===== src/hdl/slc_pkg.sv =====
`default_nettype none

package slc_pkg;

	// breathing wave period, one triangle up and down
	localparam int BREATH_HALF_TICKS = 20;
	localparam int BREATH_PERIOD     = 2 * BREATH_HALF_TICKS;
	localparam int BREATH_W          = $clog2(BREATH_PERIOD);

	// field widths
	localparam int LEVEL_W = 8;
	localparam int HOLD_W  = 8;
	localparam int HALF_W  = 4;
	localparam int BLINK_W = HALF_W + 1;
	localparam int SLOT_W  = 2;

	// register port
	localparam int ADDR_W = 4;
	localparam int DATA_W = 32;

	localparam logic [LEVEL_W-1:0] LEVEL_MAX = '1;

	// register defaults
	localparam logic [HOLD_W-1:0]  LONG_PRESS_RST      = 8'd30;
	localparam logic [HOLD_W-1:0]  VERY_LONG_PRESS_RST = 8'd120;
	localparam logic [LEVEL_W-1:0] WAITING_LEVEL_RST   = 8'd51;
	localparam logic [HALF_W-1:0]  BLINK_HALF_RST      = 4'd3;

	// player slot codes
	localparam logic [SLOT_W-1:0] SLOT0 = 2'd0;
	localparam logic [SLOT_W-1:0] SLOT1 = 2'd1;

	// register index, byte address bits [3:2]
	typedef enum logic [1:0] {
		REG_LONG_PRESS      = 2'd0,
		REG_VERY_LONG_PRESS = 2'd1,
		REG_WAITING_LEVEL   = 2'd2,
		REG_BLINK_HALF      = 2'd3
	} reg_idx_t;

	typedef struct packed {
		logic [HOLD_W-1:0]  long_press_ticks;
		logic [HOLD_W-1:0]  very_long_press_ticks;
		logic [LEVEL_W-1:0] waiting_level;
		logic [HALF_W-1:0]  blink_half_ticks;
	} cfg_t;

	typedef logic [BREATH_PERIOD-1:0][LEVEL_W-1:0] breath_table_t;

	// red level of the triangle breathing wave for each phase
	function automatic breath_table_t build_breath_table();
		breath_table_t t;
		int tri_v;
		for (int p = 0; p < BREATH_PERIOD; p++) begin
			tri_v = (p <= BREATH_HALF_TICKS) ? p : BREATH_PERIOD - p;
			t[p] = LEVEL_W'((tri_v * 255) / BREATH_HALF_TICKS);
		end
		return t;
	endfunction

	localparam breath_table_t BREATH_TABLE = build_breath_table();

endpackage

`default_nettype wire


===== src/hdl/status_led_and_long_press_controller.sv =====
// An accepted request passes the input register, then the result register.
// Throughput: one request per cycle when the output is not stalled, set by the
// single evaluation stage that updates the hold, blink and breathing counters
// and the result register together.
// Reset: clears both valid flags and all counters, registers return to defaults.
`default_nettype none

module status_led_and_long_press_controller
	import slc_pkg::*;
(
	input  wire logic               clk,
	input  wire logic               arst_n,
	// register port
	input  wire logic               psel,
	input  wire logic               penable,
	input  wire logic               pwrite,
	input  wire logic [ADDR_W-1:0]  paddr,
	input  wire logic [DATA_W-1:0]  pwdata,
	output logic      [DATA_W-1:0]  prdata,
	output logic                    pready,
	// request channel
	input  wire logic               in_valid,
	output logic                    in_stall,
	input  wire logic               button_pressed,
	input  wire logic [SLOT_W-1:0]  pairing_slot,
	input  wire logic               slot0_connected,
	input  wire logic               slot0_assigned,
	input  wire logic               slot1_connected,
	input  wire logic               slot1_assigned,
	input  wire logic               portal_active,
	input  wire logic               host_connected,
	input  wire logic [LEVEL_W-1:0] color_red,
	input  wire logic [LEVEL_W-1:0] color_green,
	input  wire logic [LEVEL_W-1:0] color_blue,
	// result channel
	output logic                    out_valid,
	input  wire logic               out_stall,
	output logic      [LEVEL_W-1:0] player0_level,
	output logic      [LEVEL_W-1:0] player1_level,
	output logic      [LEVEL_W-1:0] red_level,
	output logic      [LEVEL_W-1:0] green_level,
	output logic      [LEVEL_W-1:0] blue_level,
	output logic                    start_config_request,
	output logic                    wifi_reset_request
);

	cfg_t cfg;

	slc_regs u_regs (
		.clk     (clk),
		.arst_n  (arst_n),
		.psel    (psel),
		.penable (penable),
		.pwrite  (pwrite),
		.paddr   (paddr),
		.pwdata  (pwdata),
		.prdata  (prdata),
		.cfg     (cfg)
	);

	assign pready = 1'b1;

	// input register
	logic               valid_s1;
	logic               pressed_s1;
	logic [SLOT_W-1:0]  pairing_s1;
	logic               c0_s1, a0_s1, c1_s1, a1_s1;
	logic               cfg_mode_s1;
	logic               host_s1;
	logic [LEVEL_W-1:0] cr_s1, cg_s1, cb_s1;

	// result register
	logic               valid_s2;
	logic [LEVEL_W-1:0] p0_s2, p1_s2, r_s2, g_s2, b_s2;
	logic               start_s2, wifi_s2;

	// tick state
	logic [HOLD_W-1:0]   hold_q;
	logic [BREATH_W-1:0] breath_q;
	logic [BLINK_W-1:0]  blink_q;

	logic in_take;
	logic adv;

	// stage 1 moves on when the result register is free or being drained
	assign adv      = valid_s1 && (!valid_s2 || !out_stall);
	assign in_stall = valid_s1 && !adv;
	assign in_take  = in_valid && !in_stall;

	always_ff @(posedge clk or negedge arst_n) begin
		if (!arst_n) begin
			valid_s1 <= 1'b0;
		end else if (in_take) begin
			valid_s1 <= 1'b1;
		end else if (adv) begin
			valid_s1 <= 1'b0;
		end
	end

	always_ff @(posedge clk) begin
		if (in_take) begin
			pressed_s1  <= button_pressed;
			pairing_s1  <= pairing_slot;
			c0_s1       <= slot0_connected;
			a0_s1       <= slot0_assigned;
			c1_s1       <= slot1_connected;
			a1_s1       <= slot1_assigned;
			cfg_mode_s1 <= portal_active;
			host_s1     <= host_connected;
			cr_s1       <= color_red;
			cg_s1       <= color_green;
			cb_s1       <= color_blue;
		end
	end

	// blink phase, a half period of zero counts as one
	logic [HALF_W-1:0]  half;
	logic [BLINK_W:0]   blink_sum;
	logic [BLINK_W-1:0] blink_next;
	logic               blink_on;

	always_comb begin
		half       = (cfg.blink_half_ticks == '0) ? HALF_W'(1) : cfg.blink_half_ticks;
		blink_sum  = {1'b0, blink_q} + (BLINK_W + 1)'(1);
		blink_next = (blink_sum >= {1'b0, half, 1'b0}) ? '0 : blink_sum[BLINK_W-1:0];
		blink_on   = blink_next < {1'b0, half};
	end

	// breathing phase
	logic [BREATH_W-1:0] breath_next;

	assign breath_next = (breath_q == BREATH_W'(BREATH_PERIOD - 1)) ? '0
		: breath_q + BREATH_W'(1);

	// hold counter, saturates at the very long threshold
	logic [HOLD_W-1:0] hold_next;
	logic              start_req;
	logic              wifi_req;

	always_comb begin
		if (!pressed_s1) begin
			hold_next = '0;
		end else if (hold_q < cfg.very_long_press_ticks) begin
			hold_next = hold_q + HOLD_W'(1);
		end else begin
			hold_next = hold_q;
		end
		start_req = pressed_s1 && (hold_next == cfg.long_press_ticks) && !cfg_mode_s1;
		wifi_req  = pressed_s1 && (hold_next == cfg.very_long_press_ticks);
	end

	// player LED level for one slot
	function automatic logic [LEVEL_W-1:0] player_level(
		input logic [SLOT_W-1:0]  slot,
		input logic [SLOT_W-1:0]  pairing,
		input logic               on,
		input logic               connected,
		input logic               assigned,
		input logic [LEVEL_W-1:0] waiting
	);
		logic [LEVEL_W-1:0] lvl;
		if (pairing == slot) begin
			lvl = on ? LEVEL_MAX : '0;
		end else if (connected) begin
			lvl = LEVEL_MAX;
		end else if (assigned) begin
			lvl = waiting;
		end else begin
			lvl = '0;
		end
		return lvl;
	endfunction

	logic [LEVEL_W-1:0] p0_next, p1_next;
	logic [LEVEL_W-1:0] r_next, g_next, b_next;

	always_comb begin
		p0_next = player_level(SLOT0, pairing_s1, blink_on, c0_s1, a0_s1, cfg.waiting_level);
		p1_next = player_level(SLOT1, pairing_s1, blink_on, c1_s1, a1_s1, cfg.waiting_level);
	end

	// rgb: breathing red in config mode, solid red without host, else given color
	always_comb begin
		if (cfg_mode_s1) begin
			r_next = BREATH_TABLE[breath_next];
			g_next = '0;
			b_next = '0;
		end else if (!host_s1) begin
			r_next = LEVEL_MAX;
			g_next = '0;
			b_next = '0;
		end else begin
			r_next = cr_s1;
			g_next = cg_s1;
			b_next = cb_s1;
		end
	end

	// state advances once per request
	always_ff @(posedge clk or negedge arst_n) begin
		if (!arst_n) begin
			hold_q   <= '0;
			breath_q <= '0;
			blink_q  <= '0;
		end else if (adv) begin
			hold_q   <= hold_next;
			breath_q <= breath_next;
			blink_q  <= blink_next;
		end
	end

	always_ff @(posedge clk or negedge arst_n) begin
		if (!arst_n) begin
			valid_s2 <= 1'b0;
		end else if (adv) begin
			valid_s2 <= 1'b1;
		end else if (!out_stall) begin
			valid_s2 <= 1'b0;
		end
	end

	always_ff @(posedge clk) begin
		if (adv) begin
			p0_s2    <= p0_next;
			p1_s2    <= p1_next;
			r_s2     <= r_next;
			g_s2     <= g_next;
			b_s2     <= b_next;
			start_s2 <= start_req;
			wifi_s2  <= wifi_req;
		end
	end

	assign out_valid            = valid_s2;
	assign player0_level        = p0_s2;
	assign player1_level        = p1_s2;
	assign red_level            = r_s2;
	assign green_level          = g_s2;
	assign blue_level           = b_s2;
	assign start_config_request = start_s2;
	assign wifi_reset_request   = wifi_s2;

endmodule

`default_nettype wire


===== src/hdl/slc_regs.sv =====
`default_nettype none

module slc_regs
	import slc_pkg::*;
(
	input  wire logic              clk,
	input  wire logic              arst_n,
	input  wire logic              psel,
	input  wire logic              penable,
	input  wire logic              pwrite,
	input  wire logic [ADDR_W-1:0] paddr,
	input  wire logic [DATA_W-1:0] pwdata,
	output logic      [DATA_W-1:0] prdata,
	output cfg_t                   cfg
);

	cfg_t     cfg_q;
	reg_idx_t idx;
	logic     wr_en;

	assign idx   = reg_idx_t'(paddr[3:2]);
	assign wr_en = psel && penable && pwrite;
	assign cfg   = cfg_q;

	// register writes
	always_ff @(posedge clk or negedge arst_n) begin
		if (!arst_n) begin
			cfg_q.long_press_ticks      <= LONG_PRESS_RST;
			cfg_q.very_long_press_ticks <= VERY_LONG_PRESS_RST;
			cfg_q.waiting_level         <= WAITING_LEVEL_RST;
			cfg_q.blink_half_ticks      <= BLINK_HALF_RST;
		end else if (wr_en) begin
			case (idx)
				REG_LONG_PRESS:      cfg_q.long_press_ticks      <= pwdata[HOLD_W-1:0];
				REG_VERY_LONG_PRESS: cfg_q.very_long_press_ticks <= pwdata[HOLD_W-1:0];
				REG_WAITING_LEVEL:   cfg_q.waiting_level         <= pwdata[LEVEL_W-1:0];
				REG_BLINK_HALF:      cfg_q.blink_half_ticks      <= pwdata[HALF_W-1:0];
				default: ;
			endcase
		end
	end

	// register readback
	always_comb begin
		case (idx)
			REG_LONG_PRESS:      prdata = DATA_W'(cfg_q.long_press_ticks);
			REG_VERY_LONG_PRESS: prdata = DATA_W'(cfg_q.very_long_press_ticks);
			REG_WAITING_LEVEL:   prdata = DATA_W'(cfg_q.waiting_level);
			REG_BLINK_HALF:      prdata = DATA_W'(cfg_q.blink_half_ticks);
			default:             prdata = '0;
		endcase
	end

endmodule

`default_nettype wire


===== config.mk =====
export PLATFORM = sky130hd
export DESIGN_NAME = status_led_and_long_press_controller
export DESIGN_NICKNAME = d
export VERILOG_FILES = /design/src/hdl/slc_pkg.sv /design/src/hdl/status_led_and_long_press_controller.sv /design/src/hdl/slc_regs.sv
export SDC_FILE = /design/constraint.sdc
export NUM_CORES = 1
export LEC_CHECK = 0
export ABC_AREA = 1
export BUFFER_PORTS_ARGS = -buffer_cell sky130_fd_sc_hd__buf_4
export CAP_MARGIN = 20
export CORE_ASPECT_RATIO = 0.8
export CORE_UTILIZATION = 49
export DETAILED_ROUTE_END_ITERATION = 10
export GPL_TIMING_DRIVEN = 1
export PLACE_DENSITY = 0.76
export SLEW_MARGIN = 20
export SYNTH_ARGS = -nofsm -noshare
export SYNTH_HDL_FRONTEND = slang
export SYNTH_SLANG_ARGS = --single-unit

===== constraint.sdc =====
create_clock -name clk -period 2.5 [get_ports clk]
set_input_delay 0.25 -clock clk [delete_from_list [all_inputs] [get_ports clk]]
set_output_delay 0.25 -clock clk [all_outputs]
set_load 0.02 [all_outputs]

==> metrics, run 1 <==
Area contributors post-synth edfxtp_1 34%, dfrtp_1 13%, nand2_1 11%, o21ai_0 5.6%, dfstp_2 5.5%; Global Route Usage Sum 23.0%; worst-path cell chain ha_4 -> nor2_4 -> nor2_2 -> ha_1 -> a21boi_1 -> o21a_1 -> o21ai_2 -> nand2_2 -> nor3_4 -> ha_4 -> nand2_1 -> inv_1 -> nand4_1 -> nand3_4 -> nand2_1; total core area 13,100 um^2; FFs w/ async S/R, synth 39.5%; initial core utilization 51.0%; final setup vio count 16; part of the cycle the worst path needs 110%; crit path max-delay cell type dfrtp_1; layout cells sized above 1 25.9%; reg-to-reg setup timing slack -240 ps; Clock Latency Late Sink 410 ps; nets 991; via count 5,503; HP Class input pin to flop; Netlist cell types 47; slew margin rel. 58.1%; Crit Reg-Reg Startpoint blink_q[0]$_DFFE_PN0P_; DR vias/cell 5.09; largest net degree at the start of global routing 50; Yosys top cell area share 33.8%; reg2reg path depth 15; antenna violations before repair 0; DIE WIDTH 132 um; Max Fclk 365 MHz; P_leak 0.00401 uW; Port Buffers 101; max_cap viols 0; startpoint type of the worst setup path flop; Max H-tree Level 4; Remaining DRCs 0; Die Y 106 um; detailed placement HPWL 10.9 mm; area leader, netlist edfxtp_1; Routed Antenna Nets 0; crit-path leading delay family simple AND/OR/NAND/NOR gates; cell area power density 1010 nW/um^2; CTS Sinks 124; Clock Tree Buf Depth 2; Area Growth Syn to Fin 27.1%; Setup Skew 13.7 ps; Pins Over Slew Limit 0; slowest stage delay, CP 420 ps; Reg clk slew, reported paths 60 ps; Filler cells 1,059; worst hold margin 13.6 ps; Worst Hold Path Cells 1; vias in the first global route 5,056; RSZ-0062 raised after global routing yes; HP Start color_blue[0]; Final Hold Fails 0; endpoint type of the worst setup path flop; placer congestion estimate 0.936; Num CTS Buffers 17; Synth Area per Inst 8.79 um^2; largest fanout on the critical path 8; antenna fix cells 0; Final min period 2740 ps; Post-synth EDFFs 75; clk root buf clkbuf_16; failing checks setup timing; WHS Endpoint cb_s1[0]$_DFFE_PP_; WP buf/inv 1; Die Footprint 14,100 um^2; final wirelength 15.8 mm; Crit Path Class flop to flop; sequential share of the synthesized area 52.5%; post-synthesis register bit count 124; Syn Std Cell Area 6650 um^2; predominant post-synthesis flop cell edfxtp_1; Critical Path RT 2660 ps; Crit path arrival time 2900 ps; Pre-antenna DRT Iters 5; first-pass GRT wire length 24.8 mm; Ys Warns 0; Rows 37; FF-to-FF End player1_level[3]$_DFFE_PP_; drt wl/cell 14.6 um; Starting DRT DRC Count 466; CTS tree yes; Syn Inst Count 757; GRT Residual Overflow 0; peak supply drop 667 uV; setup ws final -240 ps; # IOs 153; status complete, but fails checks; total power 8540 uW; slew of the pin with the lowest slew margin 629 ps
power breakdown:
| group | internal (uW) | switching (uW) | leakage (uW) |
|---|---|---|---|
| clock network | 1490 | 926 | 0.000291 |
| registers | 2630 | 297 | 0.00132 |
| logic | 1240 | 1960 | 0.00240 |
| total | 5360 | 3180 | 0.00401 |
synth_stat cells (2+ instances only):
cell and instances:
nand4_1 14, nand3_1 24, o21bai_1 2, nor3_1 3, nor2_1 70, o2111ai_1 2, nand3_2 10, inv_2 7
nand2_1 202, dfstp_2 14, o21ai_1 7, edfxtp_1 75, ha_1 22, o221ai_1 2, buf_6 2, buf_2 3
a21oi_1 20, a21boi_1 2, nand2_2 4, xor2_1 2, inv_1 96, dfrtp_1 35, o21ai_0 74, conb_1 2
buf_4 25, o211ai_1 7, clkbuf_1 11
layer usage:
metal	part of all wire, %	routed length (um)	vias up	GRT usage [%]
li1	-	-	2717	-
met1	45	7070	2554	31.0
met2	48	7510	210	38.0
met3	6.7	1070	22	4.82
met4	1.0	162	0	6.08
met5	0	0	-	0
layout make-up:
cell class	instances	area, um^2	area share (%)
repair buffers	135	1040	12.3
clock buffers	20	479	5.67
flip-flops and latches	124	3500	41.3
clock inverters	12	109	1.29
multi-input cells	511	2720	32.2
well taps	175	219	2.59
inverters	104	393	4.65
sequential cells by signal, summed over array words and instances, names as in the netlist, 2 cells and up:
signal and flops:
green_level 8, u_regs.cfg 28, player1_level 8, cb_s1 8, red_level 8, player0_level 8
pairing_s1 2, cr_s1 8, cg_s1 8, blue_level 8, blink_q 5, breath_q 6
hold_q 8
repair_timing:
item,in CTS,in global routing
pin swaps,5,4
gates resized for setup,10,17
buffers inserted,3,2
endpoints found under the hold margin,35,4
hold buffers,1,4
setup endpoints to repair,16,18
metrics by stage:
step	util [%]	area, um^2	setup WS [ps]	setup TNS, ps	instances
6_report	64.8	8460	-240	-3690	1081
5_1_grt	64.8	8460	-409	-6360	1081
4_1_cts	63.8	8330	-204	-3060	1075
3_5_place_dp	58.7	7670	-338	-5050	1039
3_3_place_gp	58.7	7670	-197	-3120	1039
2_1_floorplan	-	6760	-135	-2160	780
logic make-up after synthesis:
logic type               share of synthesized area, %
AO/OA/AOI/OAI                                    10.1
XOR/XNOR                                        0.922
adder cells (fa/ha/maj)                          4.14
buffers and inverters                            9.91
flip-flops                                       52.5
other                                           0.113
AND/OR/NAND/NOR                                  22.3
cell usage in the layout, fill, tap and decap left out, types with 3 or more instances in the layout:
master	Yosys	layout
nand4_1	14	14
inv_4	1	3
nand3_1	24	21
a21oi_1	20	19
dfstp_2	14	14
dfrtp_1	35	35
o21ai_1	7	6
o211ai_1	7	7
ha_4	0	3
ha_1	22	19
nor2_2	1	4
dlygate4sd3_1	0	5
clkinv_2	0	3
clkbuf_16	0	19
o21ai_0	74	74
nand2_2	4	15
nand2_1	202	190
clkinv_4	0	4
inv_1	96	93
buf_4	25	129
inv_2	7	10
edfxtp_1	75	75
conb_1	2	25
nand3_2	10	11
nor2_1	70	66
worst max-delay path by stage:
| stage | start | endpoint | slack, ps | cells past startpoint |
|---|---|---|---|---|
| 3_5_place_dp | u_regs.cfg[1]$_DFFE_PN1P_ | player1_level[0]$_DFFE_PP_ | -340 | 15 |
| 2_1_floorplan | blink_q[0]$_DFFE_PN0P_ | player0_level[0]$_DFFE_PP_ | -140 | 16 |
| 3_3_place_gp | blink_q[0]$_DFFE_PN0P_ | player1_level[0]$_DFFE_PP_ | -200 | 16 |
| 4_1_cts | blink_q[0]$_DFFE_PN0P_ | player0_level[6]$_DFFE_PP_ | -200 | 15 |
| 5_1_grt | blink_q[0]$_DFFE_PN0P_ | player0_level[7]$_DFFE_PP_ | -410 | 16 |
| 6_report | blink_q[0]$_DFFE_PN0P_ | player1_level[3]$_DFFE_PP_ | -240 | 15 |
worst register-to-register path, delay by kind of cell, from the launching register on:
kind	cells	cell delay, ps
buffers and inverters	1	50
AND/OR/NAND/NOR	8	940
flip-flops	1	420
AO/OA/AOI/OAI	3	450
adder cells (fa/ha/maj)	3	630
Note: power is estimated with default switching activity, not from simulation.
==> run 2: changes to the inputs <==
--- a/config.mk
+++ b/config.mk
@@ -13,6 +13,7 @@
 export DETAILED_ROUTE_END_ITERATION = 10
 export GPL_TIMING_DRIVEN = 1
 export PLACE_DENSITY = 0.76
+export SETUP_SLACK_MARGIN = 0.1
 export SLEW_MARGIN = 20
 export SYNTH_ARGS = -nofsm -noshare
 export SYNTH_HDL_FRONTEND = slang
==> run 2 against run 1 <==
Die area did not move; setup slack improved by 1.2 ps; final area rose by 0.81%; clock-buffer cell count did not move; the flow still finishes with violations (setup timing); sequential power barely moved; final cell count rose by 0.56%; first-iteration DRC count rose by 1.9%; clock skew fell by 0.57 ps; routed wire length rose by 0.80%; via count rose by 0.71%; total power rose by 0.98%; largest cell class unchanged; core utilization rose by 0.53 points.
==> metrics, run 2 (synthesized netlist as in run 1, its figures left out) <==
status complete, but fails checks; Crit path arrival time 2900 ps; worst hold margin 14.9 ps; final wirelength 15.9 mm; Clock Tree Buf Depth 2; Reg clk slew, reported paths 60 ps; WHS Endpoint cb_s1[0]$_DFFE_PP_; Global Route Usage Sum 23.0%; worst-path cell chain ha_4 -> nor2_4 -> nor2_2 -> ha_1 -> a21boi_1 -> o21a_1 -> o21ai_2 -> nand2_2 -> nor3_4 -> ha_4 -> nand2_1 -> inv_1 -> nand4_1 -> nand3_4 -> nand2_1; total core area 13,100 um^2; first-pass GRT wire length 24.8 mm; HP Class input pin to flop; Die Footprint 14,100 um^2; Layout Utilization 65.3%; cell area power density 1010 nW/um^2; DR WL met2 7.61 mm; largest net degree at the start of global routing 50; Die Y 106 um; setup ws final -239 ps; startpoint type of the worst setup path flop; WL met3 899 um; Largest register FFs 28; reg-to-reg setup timing slack -240 ps; detailed placement HPWL 10.9 mm; Pins Over Slew Limit 0; Rows 37; Num CTS Buffers 17; slew of the pin with the lowest slew margin 627 ps; Crit Reg-Reg Startpoint blink_q[0]$_DFFE_PN0P_; drt wl/cell 14.7 um; non-filler cells, final 1,087; Area Growth Syn to Fin 28.1%; Pre-antenna DRT Iters 5; P_leak 0.00405 uW; peak supply drop 668 uV; endpoint type of the worst setup path flop; clk root buf clkbuf_16; failing checks setup timing; initial core utilization 51.0%; max_cap viols 0; Starting DRT DRC Count 475; reg2reg path depth 15; layout cells sized above 1 26.8%; Routed Antenna Nets 0; most frequent cells in the layout 188 x nand2_1, 132 x buf_4, 92 x inv_1; commonest non-fill, non-tap cell in the layout nand2_1; DIE WIDTH 132 um; Worst Hold Path Cells 1; highest routed layer met4; RSZ-0062 raised after global routing yes; Max Fclk 365 MHz; # IOs 153; Port Buffers 101; Final min period 2740 ps; antenna fix cells 0; DR vias/cell 5.10; Clock Latency Late Sink 410 ps; Max H-tree Level 4; Placed Cells 1,039; M1 WL 7.28 mm; slowest stage delay, CP 420 ps; placer congestion estimate 0.936; CTS Sinks 124; Crit Path Class flop to flop; largest fanout on the critical path 8; GRT Residual Overflow 0; part of the cycle the worst path needs 110%; Final Hold Fails 0; dpl ws -338 ps; nets 997; final setup vio count 16; Setup Skew 13.1 ps; Remaining DRCs 0; vias in the first global route 5,056; antenna violations before repair 0; slew margin rel. 58.2%; crit path max-delay cell type dfrtp_1; CTS tree yes; Critical Path RT 2660 ps; HP Start color_blue[0]; via count 5,542; FF-to-FF End player1_level[3]$_DFFE_PP_
-- run 2: cell types whose count changed in the layout (fill, tap and decap cells not counted) --
cell	before	now
nand2_2	15	16
buf_6	0	3
nand2_1	190	188
inv_1	93	92
inv_4	3	4
nand2_4	2	3
buf_4	129	132
-- run 2: power by group --
part           switching [uW]  total, uW  internal (uW)
Combinational            1980       3270           1290
Clock                     932       2420           1490
Sequential                301       2930           2630
Total                    3210       8620           5410
-- run 2: layer usage --
layer / vias up / GRT usage [%]
met3: 22 / 4.82
met2: 190 / 38.0
met5: - / 0
met1: 2602 / 31.0
met4: 0 / 6.08
li1: 2728 / -
-- run 2: repair_timing --
| item | CTS | global route |
|---|---|---|
| hold buffers | 1 | 4 |
| endpoints found under the hold margin | 35 | 4 |
| setup buffers | 3 | 8 |
| resized for setup | 10 | 25 |
| pin swaps | 5 | 10 |
| endpoints found under the setup margin | 16 | 19 |
-- run 2: through the flow --
| step | cell area (um^2) | power, uW | setup TNS [ps] |
|---|---|---|---|
| after floorplan | 6760 | 4920 | -2160 |
| after global placement | 7670 | 5740 | -3120 |
| after detailed placement | 7670 | 5810 | -5050 |
| after CTS | 8330 | 8380 | -3060 |
| after global routing | 8520 | 9120 | -6360 |
| final | 8520 | 8620 | -3650 |
-- run 2: worst max-delay path by stage --
stage	cells past startpoint	startpoint	to
after floorplan	16	blink_q[0]$_DFFE_PN0P_	player0_level[0]$_DFFE_PP_
after global routing	16	blink_q[0]$_DFFE_PN0P_	player0_level[7]$_DFFE_PP_
after global placement	16	blink_q[0]$_DFFE_PN0P_	player1_level[0]$_DFFE_PP_
final	15	blink_q[0]$_DFFE_PN0P_	player1_level[3]$_DFFE_PP_
after CTS	15	blink_q[0]$_DFFE_PN0P_	player0_level[6]$_DFFE_PP_
after detailed placement	15	u_regs.cfg[1]$_DFFE_PN1P_	player1_level[0]$_DFFE_PP_
-- run 2: cell type report --
class,instances,area [um^2]
Fill cell,1055,4530
Sequential cell,124,3500
Multi-Input combinational cell,511,2730
Timing Repair Buffer,141,1090
Clock buffer,20,479
Inverter,104,395
Tap cell,175,219
Clock inverter,12,109
-- run 2: critical path: cells and delay by family, from the launching register on --
family	cells	cell delay [ps]
AOI/OAI and AO/OA	3	450
adders and majority gates	3	630
buffers and inverters	1	40
DFF	1	420
and+or+nand+nor	8	940
